===== src/rtl/assert_macros.svh =====
// assertion macros used by the top level rtl file
// no dependencies; the checks drop out when SYNTH is defined
`ifndef ASSERT_MACROS_SVH
`define ASSERT_MACROS_SVH
`ifndef SYNTH
`define VAF_ASSERT(label, clk, rst, prop, msg) \
   label: assert property (@(posedge clk) disable iff (rst) prop) else $error(msg);
`define VAF_ASSERT_NR(label, clk, prop, msg) \
   label: assert property (@(posedge clk) prop) else $error(msg);
`else
`define VAF_ASSERT(label, clk, rst, prop, msg)
`define VAF_ASSERT_NR(label, clk, prop, msg)
`endif
`endif


===== src/rtl/vaf_pkg.sv =====
// shared types, codes and helper functions of the attribute converter
// no dependencies
package vaf_pkg;

   typedef enum logic [2:0] {
      FMT_S8      = 3'd0,
      FMT_U8      = 3'd1,
      FMT_S16     = 3'd2,
      FMT_U16     = 3'd3,
      FMT_S32     = 3'd4,
      FMT_U32     = 3'd5,
      FMT_FLOAT   = 3'd6,
      FMT_INVALID = 3'd7
   } fmt_type;

   localparam logic [31:0] QNAN_BITS = 32'h7FC0_0000;
   localparam logic [30:0] INF_BITS  = 31'h7F80_0000;

   // converted value and multiplier
   typedef struct packed {
      logic        bad;
      logic [31:0] value;
      logic [31:0] scale;
   } conv_type;

   // raw mantissa product
   typedef struct packed {
      logic        bad;
      logic        special;
      logic [31:0] special_bits;
      logic        sign;
      logic [8:0]  exp_sum;
      logic [47:0] prod;
   } prod_type;

   // product with leading one at the top bit
   typedef struct packed {
      logic               bad;
      logic               special;
      logic [31:0]        special_bits;
      logic               sign;
      logic signed [10:0] biased;
      logic [47:0]        norm;
   } norm_type;

   function automatic logic [5:0] lzc32(input logic [31:0] v);
      logic [5:0] n;
      n = 6'd32;
      for (int i = 0; i < 32; i++) begin
         if (v[i]) n = 6'(31 - i);
      end
      return n;
   endfunction

   function automatic logic [5:0] lzc48(input logic [47:0] v);
      logic [5:0] n;
      n = 6'd48;
      for (int i = 0; i < 48; i++) begin
         if (v[i]) n = 6'(47 - i);
      end
      return n;
   endfunction

endpackage


===== src/rtl/vaf_cvt.sv =====
// integer or float attribute word to single precision, round to nearest even
// depends on vaf_pkg
module vaf_cvt
   import vaf_pkg::*;
(
   input  logic [31:0] raw_value,
   input  logic [2:0]  value_type,
   input  logic [31:0] scale_bits,
   output conv_type    conv
);

   fmt_type     fmt;
   logic        neg;
   logic [31:0] mag;
   logic [5:0]  lz;
   logic [31:0] n;
   logic        rup;
   logic [24:0] r;
   logic [7:0]  ex;
   logic [31:0] int_bits;

   assign fmt = fmt_type'(value_type);

   always_comb begin
      neg = 1'b0;
      mag = 32'd0;
      unique case (fmt)
         FMT_S8: begin
            neg = raw_value[7];
            mag = neg ? {24'd0, 8'(~raw_value[7:0] + 8'd1)} : {24'd0, raw_value[7:0]};
         end
         FMT_U8:  mag = {24'd0, raw_value[7:0]};
         FMT_S16: begin
            neg = raw_value[15];
            mag = neg ? {16'd0, 16'(~raw_value[15:0] + 16'd1)} : {16'd0, raw_value[15:0]};
         end
         FMT_U16: mag = {16'd0, raw_value[15:0]};
         FMT_S32: begin
            neg = raw_value[31];
            mag = neg ? (~raw_value + 32'd1) : raw_value;
         end
         FMT_U32: mag = raw_value;
         default: mag = 32'd0;
      endcase
   end

   assign lz  = lzc32(mag);
   assign n   = mag << lz;
   assign rup = n[7] & ((|n[6:0]) | n[8]);
   assign r   = {1'b0, n[31:8]} + {24'd0, rup};
   // leading one at bit 31 means exponent 31, bias 127
   assign ex  = 8'(8'd158 - {2'b0, lz}) + {7'd0, r[24]};
   assign int_bits = (mag == 32'd0) ? 32'd0 : {neg, ex, r[22:0]};

   always_comb begin
      conv.scale = scale_bits;
      conv.bad   = (fmt == FMT_INVALID);
      unique case (fmt)
         FMT_FLOAT:   conv.value = raw_value;
         FMT_INVALID: conv.value = 32'd0;
         default:     conv.value = int_bits;
      endcase
   end

endmodule


===== src/rtl/vaf_mul.sv =====
// operand unpack, special cases and 24x24 mantissa multiply
// depends on vaf_pkg
module vaf_mul
   import vaf_pkg::*;
(
   input  conv_type conv,
   output prod_type prod
);

   logic [7:0]  ea, eb;
   logic [22:0] fa, fb;
   logic        za, zb, na, nb, ia, ib, sign;
   logic [23:0] ma, mb;
   logic [7:0]  ea_eff, eb_eff;

   assign sign = conv.value[31] ^ conv.scale[31];
   assign ea = conv.value[30:23];
   assign eb = conv.scale[30:23];
   assign fa = conv.value[22:0];
   assign fb = conv.scale[22:0];
   assign za = (ea == 8'd0) && (fa == 23'd0);
   assign zb = (eb == 8'd0) && (fb == 23'd0);
   assign na = (ea == 8'hFF) && (fa != 23'd0);
   assign nb = (eb == 8'hFF) && (fb != 23'd0);
   assign ia = (ea == 8'hFF);
   assign ib = (eb == 8'hFF);

   // subnormals use exponent one and no hidden bit
   assign ma     = {(ea != 8'd0), fa};
   assign mb     = {(eb != 8'd0), fb};
   assign ea_eff = (ea == 8'd0) ? 8'd1 : ea;
   assign eb_eff = (eb == 8'd0) ? 8'd1 : eb;

   always_comb begin
      prod.bad          = conv.bad;
      prod.sign         = sign;
      prod.exp_sum      = {1'b0, ea_eff} + {1'b0, eb_eff};
      prod.prod         = {24'd0, ma} * {24'd0, mb};
      prod.special      = 1'b1;
      prod.special_bits = {sign, 31'd0};
      priority if (conv.bad)   prod.special_bits = 32'd0;
      else if (na || nb)       prod.special_bits = QNAN_BITS;
      else if (ia || ib)       prod.special_bits = (za || zb) ? QNAN_BITS : {sign, INF_BITS};
      else if (za || zb)       prod.special_bits = {sign, 31'd0};
      else                     prod.special      = 1'b0;
   end

endmodule


===== src/rtl/vaf_nrm.sv =====
// leading zero count and left normalize of the mantissa product
// depends on vaf_pkg
module vaf_nrm
   import vaf_pkg::*;
(
   input  prod_type prod,
   output norm_type norm
);

   logic [5:0] lz;

   assign lz = lzc48(prod.prod);

   always_comb begin
      norm.bad          = prod.bad;
      norm.special      = prod.special;
      norm.special_bits = prod.special_bits;
      norm.sign         = prod.sign;
      norm.norm         = prod.prod << lz;
      // leading one at bit 47: biased exponent is ea + eb - 126 - lz
      norm.biased       = $signed({2'b00, prod.exp_sum}) - 11'sd126 - $signed({5'd0, lz});
   end

endmodule


===== src/rtl/vaf_rnd.sv =====
// denormalize, round to nearest even and pack the product
// depends on vaf_pkg
module vaf_rnd
   import vaf_pkg::*;
(
   input  norm_type    norm,
   output logic [31:0] result_bits,
   output logic        bad_type
);

   logic               tiny;
   logic [10:0]        sh_full;
   logic [5:0]         sh;
   logic [47:0]        nd;
   logic               lost, rup;
   logic [23:0]        q;
   logic [24:0]        r;
   logic signed [10:0] ex;
   logic [31:0]        packed_bits;

   assign tiny    = (norm.biased < 11'sd1);
   assign sh_full = 11'(11'sd1 - norm.biased);
   assign sh      = !tiny ? 6'd0 : ((sh_full >= 11'd48) ? 6'd48 : sh_full[5:0]);
   assign nd      = norm.norm >> sh;
   assign lost    = |(norm.norm & ~(48'hFFFF_FFFF_FFFF << sh));
   assign q       = nd[47:24];
   assign rup     = nd[23] & ((|nd[22:0]) | lost | q[0]);
   assign r       = {1'b0, q} + {24'd0, rup};
   assign ex      = norm.biased + $signed({10'd0, r[24]});

   always_comb begin
      if (tiny) begin
         // rounding up into bit 23 lands on the smallest normal
         packed_bits = {norm.sign, 7'd0, r[23], r[22:0]};
      end else if (ex >= 11'sd255) begin
         packed_bits = {norm.sign, INF_BITS};
      end else begin
         packed_bits = {norm.sign, ex[7:0], r[22:0]};
      end
   end

   assign result_bits = norm.special ? norm.special_bits : packed_bits;
   assign bad_type    = norm.bad;

endmodule


===== src/rtl/vertex_attribute_to_float_scale.sv =====
// top level: five stage pipeline converting an attribute word and scaling it
// depends on vaf_pkg, vaf_cvt, vaf_mul, vaf_nrm, vaf_rnd, assert_macros.svh
// Takes one beat per cycle while req_stall is low and returns one result
// beat per input beat, in order. The registers are the input register,
// integer to float conversion, 24x24 mantissa multiply, product normalize,
// and round and pack into the output register. Each stage moves on when
// the one after it is empty or moving, so bubbles close up and rsp_stall
// reaches req_stall only when every stage holds a beat. Unknown format
// codes give result zero with rsp_bad_type set; all NaN results are the
// quiet NaN 0x7FC00000.
`include "assert_macros.svh"
module vertex_attribute_to_float_scale
   import vaf_pkg::*;
(
   input  logic        clock,
   input  logic        reset,
   input  logic        req_valid,
   output logic        req_stall,
   input  logic [31:0] req_raw_value,
   input  logic [2:0]  req_value_type,
   input  logic [31:0] req_scale_bits,
   output logic        rsp_valid,
   input  logic        rsp_stall,
   output logic [31:0] rsp_result_bits,
   output logic        rsp_bad_type
);

   logic [4:0]  v_ff, v_in;
   logic [4:0]  adv;
   logic [31:0] raw_ff, scale_ff;
   logic [2:0]  type_ff;
   conv_type    conv_c, conv_ff;
   prod_type    prod_c, prod_ff;
   norm_type    norm_c, norm_ff;
   logic [31:0] res_c, res_ff;
   logic        bad_c, bad_ff;

   always_comb begin
      adv[4] = !v_ff[4] || !rsp_stall;
      for (int i = 3; i >= 0; i--) begin
         adv[i] = !v_ff[i] || adv[i + 1];
      end
   end

   assign req_stall = !adv[0];

   always_comb begin
      v_in = v_ff;
      if (adv[0]) v_in[0] = req_valid;
      for (int i = 1; i < 5; i++) begin
         if (adv[i]) v_in[i] = v_ff[i - 1];
      end
   end

   always_ff @(posedge clock) begin
      if (reset) begin
         v_ff <= 5'd0;
      end else begin
         v_ff <= v_in;
      end
   end

   vaf_cvt u_cvt (
      .raw_value  (raw_ff),
      .value_type (type_ff),
      .scale_bits (scale_ff),
      .conv       (conv_c)
   );

   vaf_mul u_mul (
      .conv (conv_ff),
      .prod (prod_c)
   );

   vaf_nrm u_nrm (
      .prod (prod_ff),
      .norm (norm_c)
   );

   vaf_rnd u_rnd (
      .norm        (norm_ff),
      .result_bits (res_c),
      .bad_type    (bad_c)
   );

   always_ff @(posedge clock) begin
      if (adv[0]) begin
         raw_ff   <= req_raw_value;
         type_ff  <= req_value_type;
         scale_ff <= req_scale_bits;
      end
      if (adv[1]) conv_ff <= conv_c;
      if (adv[2]) prod_ff <= prod_c;
      if (adv[3]) norm_ff <= norm_c;
      if (adv[4]) begin
         res_ff <= res_c;
         bad_ff <= bad_c;
      end
   end

   assign rsp_valid       = v_ff[4];
   assign rsp_result_bits = res_ff;
   assign rsp_bad_type    = bad_ff;

   `VAF_ASSERT(a_bad_zero, clock, reset, rsp_valid && rsp_bad_type |-> rsp_result_bits == 32'd0, "bad format beat with nonzero result")
   `VAF_ASSERT(a_stall_src, clock, reset, req_stall |-> rsp_valid && rsp_stall && (&v_ff), "input stalled without full pipeline")
   `VAF_ASSERT_NR(a_reset_empty, clock, $past(reset) |-> !rsp_valid, "result valid right after reset")

endmodule


===== config.mk =====
export PLATFORM = sky130hd
export DESIGN_NAME = vertex_attribute_to_float_scale
export DESIGN_NICKNAME = d
export VERILOG_FILES = /design/src/rtl/vaf_pkg.sv /design/src/rtl/vaf_cvt.sv /design/src/rtl/vaf_mul.sv /design/src/rtl/vaf_nrm.sv /design/src/rtl/vaf_rnd.sv /design/src/rtl/vertex_attribute_to_float_scale.sv
export VERILOG_INCLUDE_DIRS = /design/src /design/src/rtl
export SDC_FILE = /design/constraint.sdc
export NUM_CORES = 2
export LEC_CHECK = 0
export ABC_CLOCK_PERIOD_IN_PS = 10050
export BUFFER_PORTS_ARGS = -buffer_cell sky130_fd_sc_hd__buf_2
export CORE_UTILIZATION = 30
export CTS_CLUSTER_SIZE = 8
export DETAILED_ROUTE_END_ITERATION = 10
export GPL_ROUTABILITY_DRIVEN = 0
export PLACE_DENSITY = 0.47
export SYNTH_ARGS = -nofsm -noshare
export SYNTH_HDL_FRONTEND = slang
export SYNTH_SLANG_ARGS = --single-unit
export TNS_END_PERCENT = 5

===== constraint.sdc =====
create_clock -name clock -period 10.05 [get_ports clock]
set_input_delay 0.5025 -clock clock [delete_from_list [all_inputs] [get_ports clock]]
set_output_delay 0.5025 -clock clock [all_outputs]
set_load 0.005 [all_outputs]

==> run_results.csv <==
group,metric,value,unit
global_route,grt_antenna_before_repair,4,
yosys,ys_warn_count,0,
sta,period_minus_slack,8950,ps
final_layout,nNetsFinal,5185,
global_route,grt_pass1_vias,32959,
drt,dr.pass1.iters,9,
setup_path,crit_arrival,9290,ps
floorplan,die_h,369,microns
floorplan,rows,134,
drt,drt_wl_total,136,mm
final_layout,seqCellArea,8900,sq um
final_layout,n_antenna_cell,0,
yosys,synth_top_family_by_area,"adder cells",
yosys,synth_top_area_cell,"fa_1",
placement,hpwlAfterDp,106,mm
sta,maxSlewHeadroom,24.4,%
sta,grt_setup_unrepaired,"no",
sta,fmax,112,MHz
clock_tree,clockBufferDepth,3,
job,drv_cap,0,
drt,routedWlPerCell,21.9,microns
yosys,synth-xor-area-share,2.38,%
drt,drc,2,
yosys,synth.distinct_cells,110,
drt,dr_total_vias,33218,
clock_tree,clock_latency,610,ps
yosys,synth_mux_area_share,5.55,%
status,status,"complete, but fails checks",
setup_path,cp-end-kind,"register",
yosys,synth_compound_area_share,13.1,%
final_layout,drive_gt1_share,9.19,%
yosys,yosys_most_used_dff,"edfxtp_1",
drt,via_per_inst,5.34,
setup_path,cp.required,10390,ps
yosys,netlist_instances,4444,
final_layout,fin_cells,6220,
yosys,synth-seq-area-share,22.0,%
sta,tns,0,ps
sta,worst_slew_pin_slew,1130,ps
floorplan,core_area,134000,sq um
sta,setup-violations-final,0,
final_layout,areaGrowthSynthToFinish,9.47,%
setup_path,critPathKind,"register to register",
yosys,synth_commonest_cells,"nand2_1, inv_1, fa_1",
floorplan,dieArea,136000,sq um
final_layout,fill_cells,13961,
setup_path,cp-start-kind,"register",
clock_tree,clock_sink_count,298,
setup_path,crit_path_frequent_cell,"fa_1",
clock_tree,numCtsBuffers,45,
setup_path,critPathBufInv,3,
sta,hold_slack,67.2,ps
yosys,synthAdderAreaFrac,30.2,%
yosys,ys_ff_latch,298,
yosys,synth_edf_count,293,
yosys,synth_nets,5199,
sta,hold_violations,0,
drt,drtIter0Drc,3131,
sta,clock_skew,31.0,ps
setup_path,cp_top_family,"adder cells",
yosys,synth_most_common_cell,"nand2_1",
clock_tree,clk_pin_slew,50,ps
final_layout,postLayoutCellArea,44200,sq um
global_route,grtUsageTotal,19.8,%
yosys,ys_top_cells_by_area,"fa_1, edfxtp_1, ha_1, nand2_1, inv_1",
clock_tree,cts_root_buf,"clkbuf_16",
status,violations,"DRC",
placement,dp.cells,6151,
final_layout,multi_input_area,28400,sq um
global_route,grt_max_degree,66,
yosys,synth_area_per_cell,9.09,sq um
global_route,overflow,0,
clock_tree,cts_setup_buffers,0,
clock_tree,htreeDepth,2,
floorplan,num_io_pins,106,
yosys,synth-simple-area-share,19.0,%
clock_tree,tritoncts,"yes",
setup_path,cp_slowest_cell,"edfxtp_1",
yosys,synthArstFlopShare,0,%
yosys,yosys.area.top_type_share,24.0,%
floorplan,die_x,369,microns
sta,fin_crit_sh,89.1,%
hold_path,hp-class,"input port to register",
global_route,grt_pass1_wl,208,mm
clock_tree,post_cts_resized,0,
placement,post_dp_cell_area,42900,sq um
floorplan,initial_core_util,30.2,%
drt,final_antenna_net_count,0,
yosys,synth_area,40400,sq um
sta,maxSlewViolCount,0,
setup_path,cpPeakStageDelay,1080,ps
placement,port_buffers,105,
clock_tree,cts_hold_buffers,0,
setup_path,crit_fanout,25,
## registers in the layout, indices dropped and copies added, names as in the netlist
signal and count:
conv_ff 65, norm_ff 65, prod_ff 63, raw_ff 32, rsp_result_bits 32, scale_ff 32
v_ff 5, type_ff 3, rsp_bad_type 1
## area by class of cell
type | count | share of cell area [%]
clock buffers | 59 | 2.66
clock inverters | 10 | 0.317
inverters | 556 | 4.72
multi-input cells | 3320 | 64.2
flip-flops and latches | 298 | 20.1
well taps | 1768 | 5.00
repair buffers | 209 | 2.95
## per-layer routing
| metal | routed length [microns] | vias to the layer above | part of all wire (%) | GRT usage [%] |
|---|---|---|---|---|
| met5 | 0 | - | 0 | 0 |
| met4 | 2910 | 0 | 2.1 | 4.09 |
| met3 | 7810 | 152 | 5.7 | 2.29 |
| met2 | 61500 | 1150 | 45 | 31.3 |
| met1 | 64100 | 16754 | 47 | 28.9 |
| li1 | - | 15162 | - | - |
## placed cells by master (no fill, tap or decap), types with 47 or more instances in the layout
cell type and instances:
o21ai_0 128, buf_2 105, xnor2_1 73, inv_1 551
buf_4 104, nand2_1 659, a21oi_1 171, fa_1 484
o211ai_1 47, nor3_1 85, mux2i_1 119, and2_1 213
nand3_1 87, nor4_1 58, nor2_1 219, edfxtp_1 293
ha_1 200
## cells by family (layout without fill, tap and decap cells)
family                     count (synthesis)  in the layout
adders and majority gates                684            684
buffers and inverters                    826            834
AOI/OAI and AO/OA                        769            769
xor gates and xnor gates                 110            110
and+or+nand+nor                         1577           1577
muxes                                    180            180
DFF                                      298            298
## worst paths after layout
path                           start      endpoint  slack (ps)  cells after the start
setup / recovery          conv_ff[3]   prod_ff[47]        1100                     28
hold / removal    req_scale_bits[14]  scale_ff[14]          70                      1
setup reg to reg          conv_ff[3]   prod_ff[47]        1100                     28
hold reg to reg          prod_ff[57]   norm_ff[59]         410                      0
## per-stage QoR
stage / utilization (%) / setup slack [ps]
2_1_floorplan: - / 2580
5_1_grt: 33.1 / 668
4_1_cts: 33.1 / 929
6_report: 33.1 / 1100
3_5_place_dp: 32.1 / 982
3_3_place_gp: 32.1 / 1020
Power is not shown: default switching activity piles up to over one toggle a cycle in this logic, so the estimate is an artifact.
